===== src/rtl/core/line_pixel_rasterizer_unit_defines.svh =====
// Assertion macros shared by the line rasterizer RTL.
// Expects clk and arst_n to exist in the scope where a macro is used.
`ifndef LINE_PIXEL_RASTERIZER_UNIT_DEFINES_SVH
`define LINE_PIXEL_RASTERIZER_UNIT_DEFINES_SVH

// Same-cycle implication, disabled while reset is asserted.
`define LPR_ASSERT_NOW(lbl, ante, cons) \
	lbl: assert property (@(posedge clk) disable iff (!arst_n) (ante) |-> (cons)) \
		else $error("line rasterizer check failed");

// Next-cycle implication, disabled while reset is asserted.
`define LPR_ASSERT_NEXT(lbl, ante, cons) \
	lbl: assert property (@(posedge clk) disable iff (!arst_n) (ante) |=> (cons)) \
		else $error("line rasterizer check failed");

`endif


===== src/rtl/core/lpr_pkg.sv =====
// Package for the line rasterizer: widths, register and command codes, shared types.
// No dependencies.
`timescale 1ns / 1ps
`default_nettype none

package lpr_pkg;

	localparam int CoordBits = 12;
	localparam int ErrBits   = CoordBits + 1;
	localparam int CountBits = CoordBits + 1;
	localparam int DimBits   = 12;
	localparam int PitchBits = 15;
	localparam int PixBytesBits = 3;
	localparam int AddrBits  = 32;
	localparam int ColorBits = 32;
	localparam int CfgDataBits  = 32;
	localparam int CfgIndexBits = 3;
	localparam int CmpBits   = (CoordBits > DimBits) ? CoordBits : DimBits;
	localparam int ProdYBits = CoordBits + PitchBits + 1;
	localparam int ProdXBits = CoordBits + PixBytesBits + 1;

	typedef logic signed [CoordBits-1:0] lpr_coord_t;

	typedef enum logic {
		CMD_START = 1'b0,
		CMD_STEP  = 1'b1
	} lpr_cmd_t;

	typedef enum logic [CfgIndexBits-1:0] {
		REG_SCREEN_WIDTH  = 3'd0,
		REG_SCREEN_HEIGHT = 3'd1,
		REG_ROW_PITCH     = 3'd2,
		REG_PIXEL_BYTES   = 3'd3,
		REG_FRAME_BASE    = 3'd4
	} lpr_reg_idx_t;

	typedef struct packed {
		logic [DimBits-1:0]      screen_width;
		logic [DimBits-1:0]      screen_height;
		logic [PitchBits-1:0]    row_pitch_bytes;
		logic [PixBytesBits-1:0] pixel_bytes;
		logic [AddrBits-1:0]     frame_base;
	} lpr_cfg_t;

	// One result word on its way to the address stages.
	typedef struct packed {
		lpr_coord_t           x;
		lpr_coord_t           y;
		logic [ColorBits-1:0] color;
		logic                 visible;
		logic                 last;
		logic                 active;
		logic                 is_pixel;
	} lpr_pix_t;

endpackage

`default_nettype wire


===== src/rtl/core/lpr_if.sv =====
// Valid/ready channel interfaces of the line rasterizer: command words in, pixel words out.
// Depends on lpr_pkg.
`timescale 1ns / 1ps
`default_nettype none

interface lpr_cmd_if;
	import lpr_pkg::*;

	logic                 valid;
	logic                 ready;
	logic                 command;
	lpr_coord_t           start_x;
	lpr_coord_t           start_y;
	lpr_coord_t           end_x;
	lpr_coord_t           end_y;
	logic [ColorBits-1:0] line_color;

	modport source (
		output valid, command, start_x, start_y, end_x, end_y, line_color,
		input  ready
	);
	modport sink (
		input  valid, command, start_x, start_y, end_x, end_y, line_color,
		output ready
	);
endinterface

interface lpr_pix_if;
	import lpr_pkg::*;

	logic                 valid;
	logic                 ready;
	lpr_coord_t           out_x;
	lpr_coord_t           out_y;
	logic [AddrBits-1:0]  write_address;
	logic [ColorBits-1:0] write_color;
	logic                 write_enable;
	logic                 last_pixel;
	logic                 line_active;

	modport source (
		output valid, out_x, out_y, write_address, write_color, write_enable,
		       last_pixel, line_active,
		input  ready
	);
	modport sink (
		input  valid, out_x, out_y, write_address, write_color, write_enable,
		       last_pixel, line_active,
		output ready
	);
endinterface

`default_nettype wire


===== src/rtl/core/line_pixel_rasterizer_unit.sv =====
// Line rasterizer top level: configuration registers, Bresenham stepper and address stages.
// Depends on lpr_pkg, lpr_if, lpr_cfg_regs, lpr_stepper and lpr_addr_pipe.
//
// Usage:
// Commands arrive as words on the cmd channel and results leave as words on the pix
// channel; both use valid/ready and a word moves when both are high at a rising edge.
// A start command latches both endpoints and the colour and answers with one word that
// has only line_active set. Each step command answers with one pixel: coordinates,
// byte address (frame_base + y*row_pitch_bytes + x*pixel_bytes, modulo 2^32), colour,
// write_enable when the pixel is on screen, and last_pixel on the final one. A step
// while no line is active answers with an all-zero word. A start always replaces any
// line in progress.
// Every command gives exactly one result word, carried through the stepper register,
// product register and output register in turn; while the receiver keeps ready high a
// command may be accepted in every cycle and the block sustains one pixel per clock.
// Both products, y by row pitch and x by pixel size, are held in the product register.
// When the receiver holds ready low, the output word stays put and the stages behind
// it fill up; cmd.ready drops once all three are full and rises as soon as one moves.
// The configuration port writes one register per cycle with cfg_wr_en; it is meant to
// be written only while no word is in flight. Reset (arst_n low) empties the pipeline,
// ends any line and returns the registers to 640 x 480, pitch 2560, 4 bytes, base 0.
`timescale 1ns / 1ps
`default_nettype none

module line_pixel_rasterizer_unit (
	input  wire logic                             clk,
	input  wire logic                             arst_n,
	input  wire logic                             cfg_wr_en,
	input  wire logic [lpr_pkg::CfgIndexBits-1:0] cfg_index,
	input  wire logic [lpr_pkg::CfgDataBits-1:0]  cfg_wdata,
	lpr_cmd_if.sink                               cmd,
	lpr_pix_if.source                             pix
);
	import lpr_pkg::*;

	// Register file contents, shared by the on-screen test and the address stages.
	lpr_cfg_t cfg;

	// First pipeline stage: one result word per accepted command.
	logic     pix_v_s1;
	lpr_pix_t pix_s1;
	logic     s1_take;

	lpr_cfg_regs u_cfg (
		.clk       (clk),
		.arst_n    (arst_n),
		.cfg_wr_en (cfg_wr_en),
		.cfg_index (cfg_index),
		.cfg_wdata (cfg_wdata),
		.cfg       (cfg)
	);

	// The stepper holds the line state and advances it by one pixel per step word.
	lpr_stepper u_stepper (
		.clk      (clk),
		.arst_n   (arst_n),
		.cmd      (cmd),
		.cfg      (cfg),
		.s1_take  (s1_take),
		.pix_v_s1 (pix_v_s1),
		.pix_s1   (pix_s1)
	);

	// The address stages form the byte address and drive the output register.
	lpr_addr_pipe u_addr (
		.clk      (clk),
		.arst_n   (arst_n),
		.cfg      (cfg),
		.pix_v_s1 (pix_v_s1),
		.pix_s1   (pix_s1),
		.s1_take  (s1_take),
		.pix      (pix)
	);

endmodule

`default_nettype wire


===== src/rtl/core/lpr_cfg_regs.sv =====
// Configuration register file of the line rasterizer (screen size, pitch, pixel size, base).
// Depends on lpr_pkg.
`timescale 1ns / 1ps
`default_nettype none

module lpr_cfg_regs (
	input  wire logic                               clk,
	input  wire logic                               arst_n,
	input  wire logic                               cfg_wr_en,
	input  wire logic [lpr_pkg::CfgIndexBits-1:0]   cfg_index,
	input  wire logic [lpr_pkg::CfgDataBits-1:0]    cfg_wdata,
	output lpr_pkg::lpr_cfg_t                       cfg
);
	import lpr_pkg::*;

	lpr_cfg_t cfg_q;

	always_ff @(posedge clk or negedge arst_n) begin
		if (!arst_n) begin
			cfg_q.screen_width    <= DimBits'(640);
			cfg_q.screen_height   <= DimBits'(480);
			cfg_q.row_pitch_bytes <= PitchBits'(2560);
			cfg_q.pixel_bytes     <= PixBytesBits'(4);
			cfg_q.frame_base      <= '0;
		end else if (cfg_wr_en) begin
			case (cfg_index)
				REG_SCREEN_WIDTH:  cfg_q.screen_width    <= cfg_wdata[DimBits-1:0];
				REG_SCREEN_HEIGHT: cfg_q.screen_height   <= cfg_wdata[DimBits-1:0];
				REG_ROW_PITCH:     cfg_q.row_pitch_bytes <= cfg_wdata[PitchBits-1:0];
				REG_PIXEL_BYTES:   cfg_q.pixel_bytes     <= cfg_wdata[PixBytesBits-1:0];
				REG_FRAME_BASE:    cfg_q.frame_base      <= cfg_wdata[AddrBits-1:0];
				default: ;
			endcase
		end
	end

	assign cfg = cfg_q;

endmodule

`default_nettype wire


===== src/rtl/core/lpr_stepper.sv =====
// Line state and Bresenham step logic; registers one result word per accepted command.
// Depends on lpr_pkg, lpr_if and the assertion macro header.
`timescale 1ns / 1ps
`default_nettype none
`include "line_pixel_rasterizer_unit_defines.svh"

module lpr_stepper (
	input  wire logic        clk,
	input  wire logic        arst_n,
	lpr_cmd_if.sink          cmd,
	input  wire lpr_pkg::lpr_cfg_t cfg,
	input  wire logic        s1_take,
	output logic             pix_v_s1,
	output lpr_pkg::lpr_pix_t pix_s1
);
	import lpr_pkg::*;

	lpr_coord_t           cur_x_q, cur_y_q;
	logic [ErrBits-1:0]   err_q;
	logic [CoordBits-1:0] major_q, minor_q;
	logic [CountBits-1:0] left_q;
	logic                 x_major_q, x_neg_q, y_neg_q, busy_q;
	logic [ColorBits-1:0] color_q;

	logic     v_s1_q;
	lpr_pix_t pix_s1_q;

	logic accept, is_start;

	// Start command set-up.
	logic signed [CoordBits:0] dx_raw, dy_raw;
	logic [CoordBits-1:0]      dx, dy;
	logic                      st_x_major;

	// One step from the current state.
	logic [ErrBits-1:0]   acc_sum;
	logic                 minor_adv;
	lpr_coord_t           step_x, step_y, nxt_x, nxt_y;
	logic [CountBits-1:0] nxt_left;
	logic                 nxt_busy;
	logic                 on_screen;
	lpr_pix_t             res;

	assign cmd.ready = !v_s1_q || s1_take;
	assign accept    = cmd.valid && cmd.ready;
	assign is_start  = (cmd.command == CMD_START);

	always_comb begin
		dx_raw = {cmd.end_x[CoordBits-1], cmd.end_x} - {cmd.start_x[CoordBits-1], cmd.start_x};
		dy_raw = {cmd.end_y[CoordBits-1], cmd.end_y} - {cmd.start_y[CoordBits-1], cmd.start_y};
		dx = dx_raw[CoordBits] ? CoordBits'(-dx_raw) : dx_raw[CoordBits-1:0];
		dy = dy_raw[CoordBits] ? CoordBits'(-dy_raw) : dy_raw[CoordBits-1:0];
		st_x_major = (dx >= dy);
	end

	always_comb begin
		acc_sum   = err_q + ErrBits'(minor_q);
		minor_adv = (acc_sum >= ErrBits'(major_q));
		step_x    = x_neg_q ? (cur_x_q - CoordBits'(1)) : (cur_x_q + CoordBits'(1));
		step_y    = y_neg_q ? (cur_y_q - CoordBits'(1)) : (cur_y_q + CoordBits'(1));
		nxt_x     = (x_major_q || minor_adv) ? step_x : cur_x_q;
		nxt_y     = (!x_major_q || minor_adv) ? step_y : cur_y_q;
		nxt_left  = left_q - CountBits'(1);
		nxt_busy  = (nxt_left != '0);
		on_screen = !cur_x_q[CoordBits-1] && !cur_y_q[CoordBits-1] &&
			(CmpBits'($unsigned(cur_x_q)) < CmpBits'(cfg.screen_width)) &&
			(CmpBits'($unsigned(cur_y_q)) < CmpBits'(cfg.screen_height));
	end

	// A start answers with line_active alone; a step while idle answers with all zeros.
	always_comb begin
		res = '0;
		if (is_start) begin
			res.active = 1'b1;
		end else if (busy_q) begin
			res.x        = cur_x_q;
			res.y        = cur_y_q;
			res.color    = color_q;
			res.visible  = on_screen;
			res.last     = !nxt_busy;
			res.active   = nxt_busy;
			res.is_pixel = 1'b1;
		end
	end

	always_ff @(posedge clk or negedge arst_n) begin
		if (!arst_n) begin
			cur_x_q   <= '0;
			cur_y_q   <= '0;
			err_q     <= '0;
			major_q   <= '0;
			minor_q   <= '0;
			left_q    <= '0;
			x_major_q <= 1'b0;
			x_neg_q   <= 1'b0;
			y_neg_q   <= 1'b0;
			color_q   <= '0;
			busy_q    <= 1'b0;
		end else if (accept) begin
			if (is_start) begin
				cur_x_q   <= cmd.start_x;
				cur_y_q   <= cmd.start_y;
				x_neg_q   <= dx_raw[CoordBits];
				y_neg_q   <= dy_raw[CoordBits];
				x_major_q <= st_x_major;
				major_q   <= st_x_major ? dx : dy;
				minor_q   <= st_x_major ? dy : dx;
				err_q     <= ErrBits'((st_x_major ? dx : dy) >> 1);
				left_q    <= CountBits'(st_x_major ? dx : dy) + CountBits'(1);
				color_q   <= cmd.line_color;
				busy_q    <= 1'b1;
			end else if (busy_q) begin
				cur_x_q <= nxt_x;
				cur_y_q <= nxt_y;
				err_q   <= minor_adv ? (acc_sum - ErrBits'(major_q)) : acc_sum;
				left_q  <= nxt_left;
				busy_q  <= nxt_busy;
			end
		end
	end

	always_ff @(posedge clk or negedge arst_n) begin
		if (!arst_n) begin
			v_s1_q <= 1'b0;
		end else if (cmd.ready) begin
			v_s1_q <= accept;
		end
	end

	always_ff @(posedge clk) begin
		if (accept) begin
			pix_s1_q <= res;
		end
	end

	assign pix_v_s1 = v_s1_q;
	assign pix_s1   = pix_s1_q;

	`LPR_ASSERT_NEXT(a_start_sets_busy, accept && is_start, busy_q)
	`LPR_ASSERT_NOW(a_busy_matches_count, 1'b1, busy_q == (left_q != '0))
	`LPR_ASSERT_NOW(a_err_below_major, busy_q, (err_q < ErrBits'(major_q)) || (major_q == '0))

endmodule

`default_nettype wire


===== src/rtl/core/lpr_addr_pipe.sv =====
// Address stages: registered products of the coordinates, then the base add and output register.
// Depends on lpr_pkg, lpr_if and the assertion macro header.
`timescale 1ns / 1ps
`default_nettype none
`include "line_pixel_rasterizer_unit_defines.svh"

module lpr_addr_pipe (
	input  wire logic         clk,
	input  wire logic         arst_n,
	input  wire lpr_pkg::lpr_cfg_t cfg,
	input  wire logic         pix_v_s1,
	input  wire lpr_pkg::lpr_pix_t pix_s1,
	output logic              s1_take,
	lpr_pix_if.source         pix
);
	import lpr_pkg::*;

	logic                        v_s2_q;
	lpr_pix_t                    pix_s2_q;
	logic signed [ProdYBits-1:0] prod_y_s2;
	logic signed [ProdXBits-1:0] prod_x_s2;
	logic                        s2_take;

	logic                 out_v_q;
	lpr_coord_t           out_x_q, out_y_q;
	logic [AddrBits-1:0]  addr_q;
	logic [ColorBits-1:0] color_q;
	logic                 wen_q, last_q, active_q;
	logic [AddrBits-1:0]  addr_sum;

	assign s2_take = !out_v_q || pix.ready;
	assign s1_take = !v_s2_q || s2_take;

	always_ff @(posedge clk or negedge arst_n) begin
		if (!arst_n) begin
			v_s2_q <= 1'b0;
		end else if (s1_take) begin
			v_s2_q <= pix_v_s1;
		end
	end

	always_ff @(posedge clk) begin
		if (s1_take && pix_v_s1) begin
			pix_s2_q  <= pix_s1;
			prod_y_s2 <= pix_s1.y * $signed({1'b0, cfg.row_pitch_bytes});
			prod_x_s2 <= pix_s1.x * $signed({1'b0, cfg.pixel_bytes});
		end
	end

	assign addr_sum = cfg.frame_base + AddrBits'(prod_y_s2) + AddrBits'(prod_x_s2);

	always_ff @(posedge clk or negedge arst_n) begin
		if (!arst_n) begin
			out_v_q <= 1'b0;
		end else if (s2_take) begin
			out_v_q <= v_s2_q;
		end
	end

	always_ff @(posedge clk) begin
		if (s2_take && v_s2_q) begin
			out_x_q  <= pix_s2_q.x;
			out_y_q  <= pix_s2_q.y;
			addr_q   <= pix_s2_q.is_pixel ? addr_sum : '0;
			color_q  <= pix_s2_q.color;
			wen_q    <= pix_s2_q.visible;
			last_q   <= pix_s2_q.last;
			active_q <= pix_s2_q.active;
		end
	end

	assign pix.valid         = out_v_q;
	assign pix.out_x         = out_x_q;
	assign pix.out_y         = out_y_q;
	assign pix.write_address = addr_q;
	assign pix.write_color   = color_q;
	assign pix.write_enable  = wen_q;
	assign pix.last_pixel    = last_q;
	assign pix.line_active   = active_q;

	`LPR_ASSERT_NOW(a_last_ends_line, out_v_q && last_q, !active_q)
	`LPR_ASSERT_NOW(a_write_on_screen, out_v_q && wen_q, !out_x_q[CoordBits-1] && !out_y_q[CoordBits-1])

endmodule

`default_nettype wire

===== src/flat_wrapper.sv =====
// flat-port wrapper written by rule: the top's interface ports become plain ports
module line_pixel_rasterizer_unit_flat import lpr_pkg::*;
  (clk, arst_n, cfg_wr_en, cfg_index, cfg_wdata, cmd_valid, cmd_command, cmd_start_x, cmd_start_y, cmd_end_x, cmd_end_y, cmd_line_color, cmd_ready, pix_valid, pix_out_x, pix_out_y, pix_write_address, pix_write_color, pix_write_enable, pix_last_pixel, pix_line_active, pix_ready);
  lpr_cmd_if cmd_i ();
  lpr_pix_if pix_i ();
  input  wire logic clk;
  input  wire logic arst_n;
  input  wire logic cfg_wr_en;
  input  wire logic [lpr_pkg::CfgIndexBits-1:0] cfg_index;
  input  wire logic [lpr_pkg::CfgDataBits-1:0] cfg_wdata;
  input wire logic [$bits(cmd_i.valid)-1:0] cmd_valid;
  input wire logic [$bits(cmd_i.command)-1:0] cmd_command;
  input wire logic [$bits(cmd_i.start_x)-1:0] cmd_start_x;
  input wire logic [$bits(cmd_i.start_y)-1:0] cmd_start_y;
  input wire logic [$bits(cmd_i.end_x)-1:0] cmd_end_x;
  input wire logic [$bits(cmd_i.end_y)-1:0] cmd_end_y;
  input wire logic [$bits(cmd_i.line_color)-1:0] cmd_line_color;
  output wire logic [$bits(cmd_i.ready)-1:0] cmd_ready;
  output wire logic [$bits(pix_i.valid)-1:0] pix_valid;
  output wire logic [$bits(pix_i.out_x)-1:0] pix_out_x;
  output wire logic [$bits(pix_i.out_y)-1:0] pix_out_y;
  output wire logic [$bits(pix_i.write_address)-1:0] pix_write_address;
  output wire logic [$bits(pix_i.write_color)-1:0] pix_write_color;
  output wire logic [$bits(pix_i.write_enable)-1:0] pix_write_enable;
  output wire logic [$bits(pix_i.last_pixel)-1:0] pix_last_pixel;
  output wire logic [$bits(pix_i.line_active)-1:0] pix_line_active;
  input wire logic [$bits(pix_i.ready)-1:0] pix_ready;
  assign cmd_i.valid = cmd_valid;
  assign cmd_i.command = cmd_command;
  assign cmd_i.start_x = cmd_start_x;
  assign cmd_i.start_y = cmd_start_y;
  assign cmd_i.end_x = cmd_end_x;
  assign cmd_i.end_y = cmd_end_y;
  assign cmd_i.line_color = cmd_line_color;
  assign cmd_ready = cmd_i.ready;
  assign pix_valid = pix_i.valid;
  assign pix_out_x = pix_i.out_x;
  assign pix_out_y = pix_i.out_y;
  assign pix_write_address = pix_i.write_address;
  assign pix_write_color = pix_i.write_color;
  assign pix_write_enable = pix_i.write_enable;
  assign pix_last_pixel = pix_i.last_pixel;
  assign pix_line_active = pix_i.line_active;
  assign pix_i.ready = pix_ready;
  line_pixel_rasterizer_unit u_core (.clk(clk), .arst_n(arst_n), .cfg_wr_en(cfg_wr_en), .cfg_index(cfg_index), .cfg_wdata(cfg_wdata), .cmd(cmd_i), .pix(pix_i));
endmodule

===== config.mk =====
export PLATFORM = sky130hd
export DESIGN_NAME = line_pixel_rasterizer_unit_flat
export DESIGN_NICKNAME = d
export VERILOG_FILES = /design/src/rtl/core/lpr_pkg.sv /design/src/rtl/core/lpr_if.sv /design/src/rtl/core/line_pixel_rasterizer_unit.sv /design/src/rtl/core/lpr_cfg_regs.sv /design/src/rtl/core/lpr_stepper.sv /design/src/rtl/core/lpr_addr_pipe.sv /design/src/flat_wrapper.sv
export VERILOG_INCLUDE_DIRS = /design/src /design/src/rtl/core
export SDC_FILE = /design/constraint.sdc
export NUM_CORES = 1
export LEC_CHECK = 0
export BUFFER_PORTS_ARGS = -buffer_cell sky130_fd_sc_hd__buf_2
export CAP_MARGIN = 5
export CELL_PAD_IN_SITES_DETAIL_PLACEMENT = 1
export CELL_PAD_IN_SITES_GLOBAL_PLACEMENT = 1
export CORE_MARGIN = 3
export CORE_UTILIZATION = 48
export CTS_BUF_LIST = sky130_fd_sc_hd__clkbuf_2
export CTS_CLUSTER_SIZE = 30
export DETAILED_ROUTE_END_ITERATION = 8
export PLACE_DENSITY_LB_ADDON = 0.12
export SYNTH_ARGS = -nofsm -noshare
export SYNTH_HDL_FRONTEND = slang
export SYNTH_SLANG_ARGS = --single-unit

===== constraint.sdc =====
create_clock -name clk -period 10.65 [get_ports clk]
set_input_delay 0.5325 -clock clk [delete_from_list [all_inputs] [get_ports clk]]
set_output_delay 0.5325 -clock clk [all_outputs]
set_load 0.05 [all_outputs]

After elaboration in Yosys (flattened, before gate mapping)
Index checks and enable logic that the tools add are counted.
{ "word_totals": {"ff_bits": 442, "inputBits": 121, "out_inout_bits": 93, "wordCells": 121} }
{ "op_classes": {"add_sub_neg": 14, "multipliers": 2, "n_lt_le_gt_ge": 4, "eq_ne": 7, "muxes": 21, "bitwise": 1, "reduce_logical": 30} }
{ "ops": {"columns": ["op", "n"], "rows": [
  ["12-bit 2-to-1 mux", 13],
  ["13-bit 2-to-1 mux", 5],
  ["32-bit adder", 2],
  ["12-bit by 16-bit multiplier with 28-bit output", 1],
  ["12-bit by 12-bit subtractor with 13-bit output", 2],
  ["12-bit by 2-bit adder with 12-bit output, second input constant", 2],
  ["12-bit less-than comparator", 2],
  ["12-bit negator", 2],
  ["12-bit by 2-bit subtractor with 12-bit output, second input constant", 2],
  ["12-bit by 4-bit multiplier with 16-bit output", 1],
  ["2-bit AND reduction", 8],
  ["12-bit by 1-bit adder with 13-bit output, second input constant", 1],
  ["13-bit by 12-bit adder with 13-bit output", 1],
  ["13-bit by 12-bit >= comparator with 1-bit output", 1],
  ["13-bit nonzero test", 1],
  ["13-bit by 1-bit subtractor with 13-bit output, second input constant", 1],
  ["13-bit by 12-bit subtractor with 13-bit output", 1],
  ["12-bit >= comparator", 1],
  ["1-bit zero test", 7],
  ["3-bit by 2-bit == test with 1-bit output, second input constant", 2],
  ["1-bit logical AND", 6],
  ["2-bit by 1-bit != test with 1-bit output, second input constant", 3],
  ["3-bit AND reduction", 2],
  ["1-bit logical OR", 5],
  ["other kinds (6)", 7]
]} }

Longest topological paths before layout
Gate-level depths: netlist of the first run.
{ "depth": {"ltp_word": 7, "mapped_depth": 29, "mapped_depth_nobuf": 27} }

By module
A second synthesis of the first run with hierarchy kept.
{ "hier_totals": {"cells_unflattened": 3063, "area_unflattened_um2": 31744.2} }
{ "by_module_without_submodules": {"columns": ["mod", "n_inst", "cells_per_inst", "area_per_inst_um2"], "rows": [
  ["lpr_addr_pipe", 1, 1434, 15927.8],
  ["lpr_stepper", 1, 1468, 12828.6],
  ["lpr_cfg_regs", 1, 161, 2987.9]
]} }

Worst setup path before layout of the first run
Ideal clock, no wire load.
{ "synth_timing": {"path_type": "input to register", "start": "in cmd_end_x[0]", "end": "reg u_core.u_stepper.left_q[8]", "setup_ns": 0.094, "arrival_ns": 6.129, "slack_ns": 4.427, "stages": 25, "n_path_buf": 2, "path_cell_list": "inv_1 -> ha_1 -> fa_1 -> xor2_1 -> nor2b_1 -> nor4b_2 -> a41oi_1 -> a2111o_1 -> nand3_1 -> and2_1 -> inv_1 -> ha_1 -> nand2_1 -> a2111o_1 -> o211a_1 -> o211ai_1 -> buf_6 -> buf_4 -> mux2i_1 -> ha_1 -> nand3b_1 -> or4b_1 -> mux2i_4 -> xnor2_1 -> a221oi_2"} }
{ "synth_via": {"elab_chain_cells": 7} }
{ "synth_lines": {"columns": ["item", "line", "text"], "rows": [
  ["start: declaration", "flat_wrapper.sv:15", "input wire logic [$bits(cmd_i.end_x)-1:0] cmd_end_x;"],
  ["12-bit by 12-bit subtractor with 13-bit output (*)", "lpr_stepper.sv:49", "dx_raw = {cmd.end_x[CoordBits-1], cmd.end_x} - {cmd.start_x[CoordBits-1], cmd.start_x};"],
  ["12-bit negator", "lpr_stepper.sv:51", "dx = dx_raw[CoordBits] ? CoordBits'(-dx_raw) : dx_raw[CoordBits-1:0];"],
  ["12-bit 2-to-1 mux (*)", "lpr_stepper.sv:51", null],
  ["12-bit >= comparator", "lpr_stepper.sv:53", "st_x_major = (dx >= dy);"],
  ["12-bit 2-to-1 mux (*)", "lpr_stepper.sv:109", "left_q <= CountBits'(st_x_major ? dx : dy) + CountBits'(1);"],
  ["12-bit by 1-bit adder with 13-bit output (*)", "lpr_stepper.sv:109", null],
  ["13-bit 2-to-1 mux (*)", "lpr_stepper.sv:100", "if (is_start) begin"],
  ["end signal: assignment", "lpr_stepper.sv:109", null],
  ["end signal: assignment", "lpr_stepper.sv:116", "left_q <= nxt_left;"],
  ["end: declaration", "lpr_stepper.sv:21", "logic [CountBits-1:0] left_q;"]
]} }
Every way passes the cells marked *; elsewhere a longest branch is shown, timed or not.
A chain may end at the register's enable or synchronous reset.

Final worst setup path of the first run
{ "layout_timing": {"start": "in cmd_start_x[0]", "end": "reg u_core.u_stepper.left_q[8]"} }
{ "layout_via": {"elab_chain_cells": 7} }
{ "layout_lines": {"columns": ["item", "line", "text"], "rows": [
  ["start: declaration", "flat_wrapper.sv:13", "input wire logic [$bits(cmd_i.start_x)-1:0] cmd_start_x;"],
  ["12-bit by 12-bit subtractor with 13-bit output (*)", "lpr_stepper.sv:49", null],
  ["12-bit negator", "lpr_stepper.sv:51", null],
  ["12-bit 2-to-1 mux (*)", "lpr_stepper.sv:51", null],
  ["12-bit >= comparator", "lpr_stepper.sv:53", null],
  ["12-bit 2-to-1 mux (*)", "lpr_stepper.sv:109", null],
  ["12-bit by 1-bit adder with 13-bit output (*)", "lpr_stepper.sv:109", null],
  ["13-bit 2-to-1 mux (*)", "lpr_stepper.sv:100", null]
]} }
Marks and branches as above.

==> results of run 1 <==
[final timing paths]
kind	cells after the start	to	startpoint
max in group asynchronous	5	u_core.u_cfg.cfg[51]	arst_n
min reg2reg	0	u_core.u_addr.pix.write_color[16]	u_core.u_addr.pix_s2_q[20]
min in group asynchronous	3	u_core.u_cfg.cfg[34]	arst_n
min	4	u_core.u_stepper.x_neg_q	cmd_end_x[11]
max reg2reg	21	u_core.u_addr.prod_y_s2[27]	u_core.u_stepper.pix_s1[38]
max	27	u_core.u_stepper.left_q[8]	cmd_start_x[0]
[metal layers]
metal  part of all wire (%)  GRT usage [%]  up-vias
met3                    3.4           3.82      222
met1                     39           32.0    12000
li1                       -              -    10900
met4                    3.9           10.7        0
met2                     54           54.8      513
met5                      0              0        -
[cell usage in the layout (no fill, tap or decap), types with 23 or more instances in the layout]
master and n:
a21o_1 50, a21oi_1 129, and2_1 94, and3_1 62, buf_2 212, buf_4 24
clkbuf_2 191, clkinv_1 23, dfrtp_1 178, dlygate4sd3_1 148, edfxtp_1 255, fa_1 181
ha_1 248, inv_1 338, mux2_2 63, mux2i_1 37, nand2_1 364, nand2b_1 35
nand3_1 36, nor2_1 152, nor2b_1 34, nor3_1 54, o21ai_0 128, xnor2_1 84
xor2_1 37
[worst max-delay path: stages]
cell           delay (ps)
dlygate4sd3_1         550
buf_2                 150
ha_1                  250
fa_1                  420
nand2b_1              200
a21oi_1               240
o211ai_1              170
a32oi_2               710
a21oi_1               120
xnor2_1               370
inv_1                 150
ha_1                  360
a21o_1                170
a211oi_1              260
o211ai_1              190
a32oi_1               330
nor2_1                 70
mux2i_1               350
o211ai_1              170
buf_4                 270
mux2i_1               290
ha_1                  340
nand3b_1              140
or4b_1                590
mux2i_4               220
xnor2_1               130
a221oi_2              270
[synth_stat cells, drive strengths merged, types with 15 or more instances]
cell	number	area (um2)
a21o	50	375
ha	248	3100
buf	16	88.8
nand2b	35	219
mux2	66	754
edfxtp	255	7660
nor2b	35	226
xor2	37	324
nor2	153	574
or3	22	138
xnor2	84	736
nand3	36	180
and2	96	601
nand2	365	1370
inv	339	1270
fa	181	3620
a31oi	16	115
nor3	56	285
mux2i	38	393
dfrtp	178	4450
o21ai	135	683
a211oi	15	118
clkbuf	80	300
a21oi	129	646
o21a	22	165
and3	62	388
[through the flow]
stage / hold WS, ps / worst slack [ps]
3_3_place_gp: 401 / 3630
4_1_cts: 0.798 / 4000
6_report: 136 / 3770
3_5_place_dp: 405 / 3230
5_1_grt: 51.6 / 3350
2_1_floorplan: 237 / 4430
[sequential cells by signal, summed over array words and instances (netlist names), 13 cells and up]
signal / cells
u_core.u_addr.prod_y_s2: 28
u_core.u_stepper.pix_s1: 60
u_core.u_addr.pix.write_color: 32
u_core.u_addr.pix.write_address: 32
u_core.u_stepper.err_q: 13
u_core.u_stepper.left_q: 13
u_core.u_addr.pix_s2_q: 60
u_core.u_addr.prod_x_s2: 16
u_core.u_stepper.color_q: 32
u_core.u_cfg.cfg: 74
[repair_timing]
item                       4_1_cts  5_1_grt
setup endpoints to repair        0        0
hold endpoints to repair       213        0
hold buffers                   149        0
[final cells by class]
type | count | share of cell area (%)
antenna | 5 | 0.0356
inverter | 341 | 3.64
timing repair buffer | 386 | 7.86
tap | 837 | 2.98
sequential | 442 | 35.1
multi-input combinational | 2064 | 47.2
clock inverter | 31 | 0.484
clock buffer | 191 | 2.72
[cell families (layout without fill, tap and decap cells)]
group / after synthesis / count (layout) / share of synthesized area, %
compound gates: 486 / 486 / 10.3
xor+xnor: 121 / 121 / 3.47
fa+ha+maj: 429 / 429 / 22.0
buf+inv: 437 / 949 / 5.46
flops: 442 / 442 / 40.4
mux: 104 / 104 / 3.75
other cells: 0 / 5 / 0
simple gates: 924 / 924 / 14.6
==> impl_metrics.yaml, run 1 <==
synth:
  ys_async_sr_fraction_pct: 42.3
  avgSynthCellArea_um2: 10.4
  synth-edff-count: 255
  ys_seq_area_share_pct: 40.4
  yosys_warnings: 0
  synth_cells: 2943
  synth-main-ff-cell: "edfxtp_1"
  synth_cell_type_count: 88
  ys_ff_latch: 442
  synth_fp_nets: 3493
  synth_area_mm2: 0.0306
global_route:
  grt_usage_pct: 28.5
  grt_pass1_wl_um: 149000
  grt_max_degree: 74
  grt_pass1_vias: 26800
  antenna_found_initial: 4
  grt_overflow: 0
sta:
  slew_headroom_pct: 27.0
  worst_clock_skew_ps: 96.2
  min_period_ps: 6880
  tns_ps: 0
  tightest_slew_ps: 1100
  max_clock_freq_ghz: 0.145
  rsz0062_at_grt: "false"
  finalCritPeriodShare_pct: 64.6
  finalMaxSlewViolations: 0
  hold_violations: 0
  finalSetupViolations: 0
run_status:
  status: "complete, no violations"
min_path:
  hold_class: "input pin to flop"
layout:
  drive_gt1_share_pct: 16.1
  fin_cells: 4297
  nets: 3903
  syn_to_final_growth_pct: 15.1
  multiInputGateArea_mm2: 0.0166
  fillers: 7057
  fin_area_mm2: 0.0352
  fin_util_pct: 56.4
  seq_area_mm2: 0.0123
floorplan:
  die_area_mm2: 0.0667
  start_util_pct: 49.0
  die_height_um: 258
  die_x_um: 258
  rows: 91
  pin_count: 214
  core-area_mm2: 0.0624
clock_network:
  cts_resized: 0
  root_buffer: "clkbuf_2"
  path_clk_slew_ps: 120
  h-tree-depth: 3
  clkSinkCount: 442
  cts_made_buffers: 118
  cts_setup_buffers: 0
  clock_latency_ps: 1200
  cts_buffer_depth: 3
  cts_tree: "yes"
worst_setup_path:
  required_ps: 11770
  worstPathMaxFanout: 19
  critPathCaptureType: "flop"
  r2r_slack_ps: 4090
  crit_type: "input pin to flop"
  critPathLaunchType: "input pin"
  cp.arrival_ps: 8000
place:
  io_buffers: 213
  dpl.hpwl_um: 66300
  placed_area_mm2: 0.0325
  place.gp.congestion: 0.930
  dpl.cell_count: 3921
routing:
  dr.pass1.iters: 6
  initialDrtViolationCount: 981
  vias: 23700
  routed_wl_um: 94100
  vias_per_cell: 5.52
  post_drt_wl_per_cell_um: 21.9
  drtAntennaViolNets: 0
  drc: 0
run:
  maxCapViolCount: 0
Power of run 1 is not shown: default switching activity piles up to over one toggle a cycle in this logic, so the estimate is an artifact.
==> run 2: changes to the inputs <==
ABC_AREA = 1   (was unset)
CORE_UTILIZATION = 44   (was 48)
clock period = 5.8 ns   (was 10.65 ns; I/O delays follow)
==> run 2 against run 1 <==
First-iteration DRC count decreased by 3.9%. Highest routed layer unchanged. Non-clock buffer count increased by 123. Register-to-register slack got worse by 3800 ps. Design area increased by 2.3%. Global-route usage decreased by 3.0 points. Largest cell class unchanged. Synthesized area decreased by 1.4%. Worst hold slack improved by 42 ps. Critical path depth decreased by 7. Cell count increased by 12%. Sequential cell count unchanged. Sequential share of layout area decreased by 0.77 points. Critical path type is now flop to flop.
==> impl_metrics.yaml, run 2 <==
place:
  io_buffers: 213
  place.gp.congestion: 0.854
  dpl.hpwl_um: 64900
synth:
  yosysTopAreaCell: "edfxtp_1"
  synth-main-ff-cell: "edfxtp_1"
  synth_top_area_share_pct: 25.4
  synthTopCellsByCount: "697 x nand2_1, 630 x inv_1, 255 x edfxtp_1, 248 x ha_1, 246 x o21ai_0"
  ys_async_sr_fraction_pct: 42.3
  synth.most_common_cell: "nand2_1"
  synth_fp_nets: 3844
  synth-edff-count: 255
  synth_cells: 3294
  ys_ff_latch: 442
  yosys_warnings: 0
  yosys-top-cells-area: "edfxtp_1 25%, dfrtp_1 15%, fa_1 12%"
  ys_seq_area_share_pct: 41.0
  synth_cell_type_count: 55
  synth_area_mm2: 0.0301
  avgSynthCellArea_um2: 9.15
routing:
  drtAntennaViolNets: 0
  dr.pass1.iters: 5
  post_drt_wl_per_cell_um: 18.8
  routed_wl_um: 90800
  vias: 24400
  vias_per_cell: 5.06
  initialDrtViolationCount: 943
  drc: 0
clock_network:
  clkSinkCount: 442
  path_clk_slew_ps: 110
  cts_made_buffers: 120
  cts_tree: "yes"
  clock_latency_ps: 1260
  h-tree-depth: 3
  root_buffer: "clkbuf_2"
  cts_buffer_depth: 3
worst_setup_path:
  worstPathMaxFanout: 7
  required_ps: 6800
  r2r_slack_ps: 330
  critPathCaptureType: "flop"
  critPathLaunchType: "flop"
  crit_type: "flop to flop"
  r2r_cells: 20
  cp.arrival_ps: 6470
floorplan:
  die_area_mm2: 0.0716
  start_util_pct: 44.6
  die_height_um: 268
  pin_count: 214
  die_x_um: 268
  rows: 95
  core-area_mm2: 0.0675
power_and_ir_drop:
  p_total_mw: 21.4
  vdd_drop_max_mv: 0.408
  leakage_nw: 18.0
  power_density_mw_per_mm2: 594
sta:
  hold_violations: 0
  finalCritPeriodShare_pct: 94.3
  worst_clock_skew_ps: 157
  max_clock_freq_ghz: 0.183
  min_period_ps: 5470
  slew_headroom_pct: 27.9
  finalMaxSlewViolations: 0
  finalSetupViolations: 0
  tightest_slew_ps: 1080
layout:
  layout_commonest_cell: "nand2_1"
  syn_to_final_growth_pct: 19.4
  fin_util_pct: 53.3
  final_cell_mix: "696 x nand2_1, 627 x inv_1, 255 x edfxtp_1, 247 x ha_1, 239 x o21ai_0"
  largest_reg_flops: 74
  nets: 4386
  drive_gt1_share_pct: 15.1
global_route:
  grt_overflow: 0
  grt_max_degree: 102
  grt_pass1_wl_um: 143000
  grt_pass1_vias: 27100
  grt_usage_pct: 25.6
  antenna_found_initial: 2
min_path:
  hold_path_depth: 8
  hold_class: "input pin to flop"
run:
  maxCapViolCount: 0
run_status:
  status: "complete, no violations"
-- run 2: changes by cell type in the layout (fill, tap and decap cells not counted), moves of 58 or more --
| cell | before | now |
|---|---|---|
| inv_1 | 338 | 627 |
| o21ai_0 | 128 | 239 |
| nand2_1 | 364 | 696 |
| and3_1 | 62 | 1 |
| and2_1 | 94 | 3 |
| dlygate4sd3_1 | 148 | 230 |
| nand3_1 | 36 | 94 |
-- run 2: report_power, final --
| group | switching (mW) | total, mW | internal, mW |
|---|---|---|---|
| combinational | 8.52 | 13.7 | 5.15 |
| sequential | 0.644 | 5.35 | 4.70 |
| clock | 1.47 | 2.36 | 0.896 |
| total | 10.6 | 21.4 | 10.8 |
-- run 2: area by class of cell --
class / instances / area [um2]
repair buffers: 509 / 3910
inverters: 639 / 2400
fillers: 7926 / 31500
clock inverters: 38 / 216
diodes: 3 / 7.51
flip-flops and latches: 442 / 12400
clock buffers: 187 / 936
well taps: 873 / 1090
multi-input cells: 2124 / 15100
-- run 2: cells by family after synthesis --
kind of cell | count (synthesis) | share of synthesized area [%]
AOI/OAI and AO/OA | 522 | 9.41
xor gates and xnor gates | 99 | 2.88
adders and majority gates | 429 | 22.3
buffers and inverters | 728 | 9.19
DFF | 442 | 41.0
muxes | 17 | 0.635
and+or+nand+nor | 1057 | 14.6
-- run 2: final timing paths --
kind,startpoint,end
max in group asynchronous,arst_n,u_core.u_stepper.x_neg_q
hold / removal,cmd_end_y[9],u_core.u_stepper.minor_q[9]
hold reg to reg,u_core.u_stepper.pix_s1[29],u_core.u_addr.pix_s2_q[29]
min in group asynchronous,arst_n,u_core.u_cfg.cfg[49]
setup / recovery,u_core.u_cfg.cfg[41],u_core.u_addr.prod_y_s2[25]
setup reg to reg,u_core.u_cfg.cfg[41],u_core.u_addr.prod_y_s2[25]
-- run 2: timing repair --
action / 4_1_cts / 5_1_grt
endpoints found under the hold margin: 457 / 0
resized for setup: 0 / 21
hold buffers: 231 / 0
buffers inserted: 0 / 8
setup endpoints to repair: 0 / 17
-- run 2: metrics by stage --
| step | cells | cell area [um2] | setup WS (ps) | hold WS (ps) | TNS, ps |
|---|---|---|---|---|---|
| after detailed placement | 4348 | 32400 | -2.34 | 405 | -2.34 |
| after floorplan | 3294 | 30100 | 115 | -5.59 | 0 |
| after CTS | 4804 | 35900 | 92.0 | 0.506 | 0 |
| after global routing | 4815 | 36000 | -49.6 | 43.8 | -69.2 |
| final | 4815 | 36000 | 331 | 178 | 0 |
| after global placement | 4348 | 32400 | 94.3 | 401 | 0 |
-- run 2: per-layer routing --
| layer | share of wire, % | vias up | global-route usage (%) |
|---|---|---|---|
| li1 | - | 11700 | - |
| met1 | 41 | 12100 | 30.2 |
| met2 | 52 | 450 | 47.7 |
| met3 | 3.6 | 162 | 3.50 |
| met4 | 3.2 | 0 | 8.65 |
| met5 | 0 | - | 0 |
-- run 2: critical path: stages (launching register included) --
cell	delay, ps
dfrtp_2	480
buf_4	180
nand2_1	70
inv_1	70
fa_1	540
inv_1	60
fa_1	500
fa_1	530
fa_1	560
inv_1	60
fa_1	540
ha_2	310
a21oi_2	160
inv_1	60
a31oi_2	190
o21ai_0	150
a21boi_1	190
o21ai_1	120
a21oi_1	260
o21ai_0	130
xor2_1	160
Power figures use the tool's default switching activity.
==> run 3: changes to the inputs <==
CORE_MARGIN = unset   (was 3)
SYNTH_HIERARCHICAL = 1   (was unset)
==> run 3 against run 2 <==
Combinational power up 8%. Cell count grew 11%. Clock skew fell by 32 ps. Synthesized cell count rose by 15%. Clock power grew 9.7%. Die area rose by 2.7%. Critical path type unchanged.
==> impl_metrics.yaml, run 3 <==
layout:
  largest_reg_flops: 74
  layout_commonest_cell: "nand2_1"
  drive_gt1_share_pct: 12.3
  seq_area_mm2: 0.0123
  multiInputGateArea_mm2: 0.0164
  syn_to_final_growth_pct: 18.4
  final_cell_mix: "1009 x nand2_1, 713 x inv_1, 255 x edfxtp_1, 247 x ha_1, 246 x dlygate4sd3_1"
  nets: 4841
  fillers: 8686
  fin_util_pct: 52.8
  fin_cells: 5353
worst_setup_path:
  r2r_end: "u_core/u_addr/prod_y_s2[27]"
  worstPathMaxFanout: 16
  crit_type: "flop to flop"
  required_ps: 6750
  critical_path.cell_chain: "inv_1 > nor2_1 > fa_1 > inv_1 > fa_1 > inv_1 > fa_1 > fa_1 > inv_1 > fa_1 > inv_1 > ha_1 > a21oi_1 > o21ai_0 > o21ai_0 > nand3_1 > nand2_1 > nand2_1"
  r2r_slack_ps: 430
  r2r_start: "u_core/u_stepper/pix_s1[47]"
  cp_num_buf_inv: 5
  critPathCaptureType: "flop"
  critPathLaunchType: "flop"
  critical-path-top-delay-family: "adder cells"
  slowest_delay_ps: 570
  slowest_stage: "fa_1"
  cp.arrival_ps: 6320
  r2r_cells: 18
routing:
  initialDrtViolationCount: 1326
  post_drt_wl_per_cell_um: 18.2
  dr.pass1.iters: 5
  routed_wl_um: 97400
  drc: 0
  vias_per_cell: 4.99
  drtAntennaViolNets: 0
  vias: 26700
run:
  maxCapViolCount: 0
synth:
  synth_top_area_share_pct: 24.0
  ys_async_sr_fraction_pct: 42.3
  ys_ff_latch: 442
  synth-edff-count: 255
  synth_cell_type_count: 60
  synth_fp_nets: 4324
  synthTopCellsByCount: "1010 x nand2_1, 715 x inv_1, 255 x edfxtp_1, 247 x ha_1, 241 x nor2_1"
  yosysTopAreaCell: "edfxtp_1"
  synth.most_common_cell: "nand2_1"
  yosys_warnings: 6
  synth_cells: 3775
  yosys-top-cells-area: "edfxtp_1 24%, dfrtp_1 14%, nand2_1 12%"
  synth_area_mm2: 0.0319
  synth-main-ff-cell: "edfxtp_1"
  avgSynthCellArea_um2: 8.45
  ys_seq_area_share_pct: 38.7
place:
  place.gp.congestion: 0.857
  dpl.cell_count: 4872
  dpl.hpwl_um: 69700
  io_buffers: 213
min_path:
  hold_path_depth: 6
  hold_class: "input pin to flop"
  min_to: "u_core/u_stepper/cur_x_q[6]"
  min_from: "cmd_start_x[6]"
sta:
  min_period_ps: 5370
  finalSetupViolations: 0
  hold_violations: 0
  finalMaxSlewViolations: 0
  max_clock_freq_ghz: 0.186
  tns_ps: 0
  tightest_slew_ps: 1060
  slew_headroom_pct: 29.4
  fin_hold_ws_ps: 135
  finalCritPeriodShare_pct: 92.6
  worst_clock_skew_ps: 125
  rsz0062_at_grt: "false"
power_and_ir_drop:
  p_total_mw: 22.8
  leakage_nw: 19.5
  vdd_drop_max_mv: 0.442
  power_density_mw_per_mm2: 605
global_route:
  grt_overflow: 0
  grt_max_degree: 149
  grt_pass1_vias: 29000
  grt_pass1_wl_um: 157000
  grt_usage_pct: 26.8
  antenna_found_initial: 2
clock_network:
  ctsHoldBuffers: 247
  root_buffer: "clkbuf_2"
  path_clk_slew_ps: 110
  clkSinkCount: 442
  cts_made_buffers: 121
  h-tree-depth: 3
  cts_setup_buffers: 0
  cts_tree: "yes"
  clock_latency_ps: 1210
  cts_resized: 0
  cts_buffer_depth: 3
floorplan:
  die_height_um: 271
  rows: 98
  die_area_mm2: 0.0736
  die_x_um: 271
  core-area_mm2: 0.0716
  pin_count: 214
  start_util_pct: 44.6
run_status:
  status: "complete, no violations"
## run 3: stage by stage
stage	setup WS (ps)	instance area [um2]
after global routing	203	37800
after floorplan	145	31900
final	431	37800
after detailed placement	472	34000
after global placement	550	34000
after CTS	455	37800
## run 3: cell families after synthesis
kind of cell | synth area share [%]
compound gates | 7.02
buf+inv | 9.84
xor+xnor | 2.56
simple gates | 20.8
flops | 38.7
fa+ha+maj | 21.0
## run 3: area by class of cell
| class | instances | share of cell area (%) |
|---|---|---|
| multi-input cells | 2517 | 43.5 |
| flip-flops and latches | 442 | 32.7 |
| repair buffers | 489 | 10.1 |
| inverters | 721 | 7.17 |
| well taps | 950 | 3.15 |
| clock buffers | 178 | 2.36 |
| clock inverters | 52 | 1.02 |
| diodes | 4 | 0.0265 |
## run 3: metal layers
| metal | vias up | global-route usage [%] | share of wire, % |
|---|---|---|---|
| li1 | 13000 | - | - |
| met1 | 13100 | 34.0 | 44 |
| met2 | 473 | 47.8 | 51 |
| met3 | 139 | 3.45 | 3.0 |
| met4 | 0 | 7.42 | 2.4 |
| met5 | - | 0 | 0 |
## run 3: worst max-delay path by stage
stage / start / end / slack, ps / cells after the start
finish: u_core/u_stepper/pix_s1[47] / u_core/u_addr/prod_y_s2[27] / 430 / 18
global route: u_core/u_stepper/pix_s1[47] / u_core/u_addr/prod_y_s2[27] / 200 / 18
CTS: u_core/u_stepper/pix_s1[47] / u_core/u_addr/prod_y_s2[27] / 450 / 18
detailed placement: u_core/u_stepper/pix_s1[47] / u_core/u_addr/prod_y_s2[27] / 470 / 18
global placement: u_core/u_stepper/pix_s1[47] / u_core/u_addr/prod_y_s2[18] / 550 / 17
floorplan: u_core/u_addr/pix.valid / u_core/u_addr/pix.last_pixel / 150 / 1
## run 3: power by group
| group | total [mW] | switching, mW | internal (mW) |
|---|---|---|---|
| combinational | 14.8 | 9.75 | 5.09 |
| clock | 2.59 | 1.48 | 1.11 |
| sequential | 5.42 | 0.729 | 4.69 |
| total | 22.8 | 12.0 | 10.9 |
## run 3: tightest hold or removal path, delay by kind of cell
family	cells	cell delay [ps]
compound gates	2	160
buf+inv	3	740
simple gates	1	60
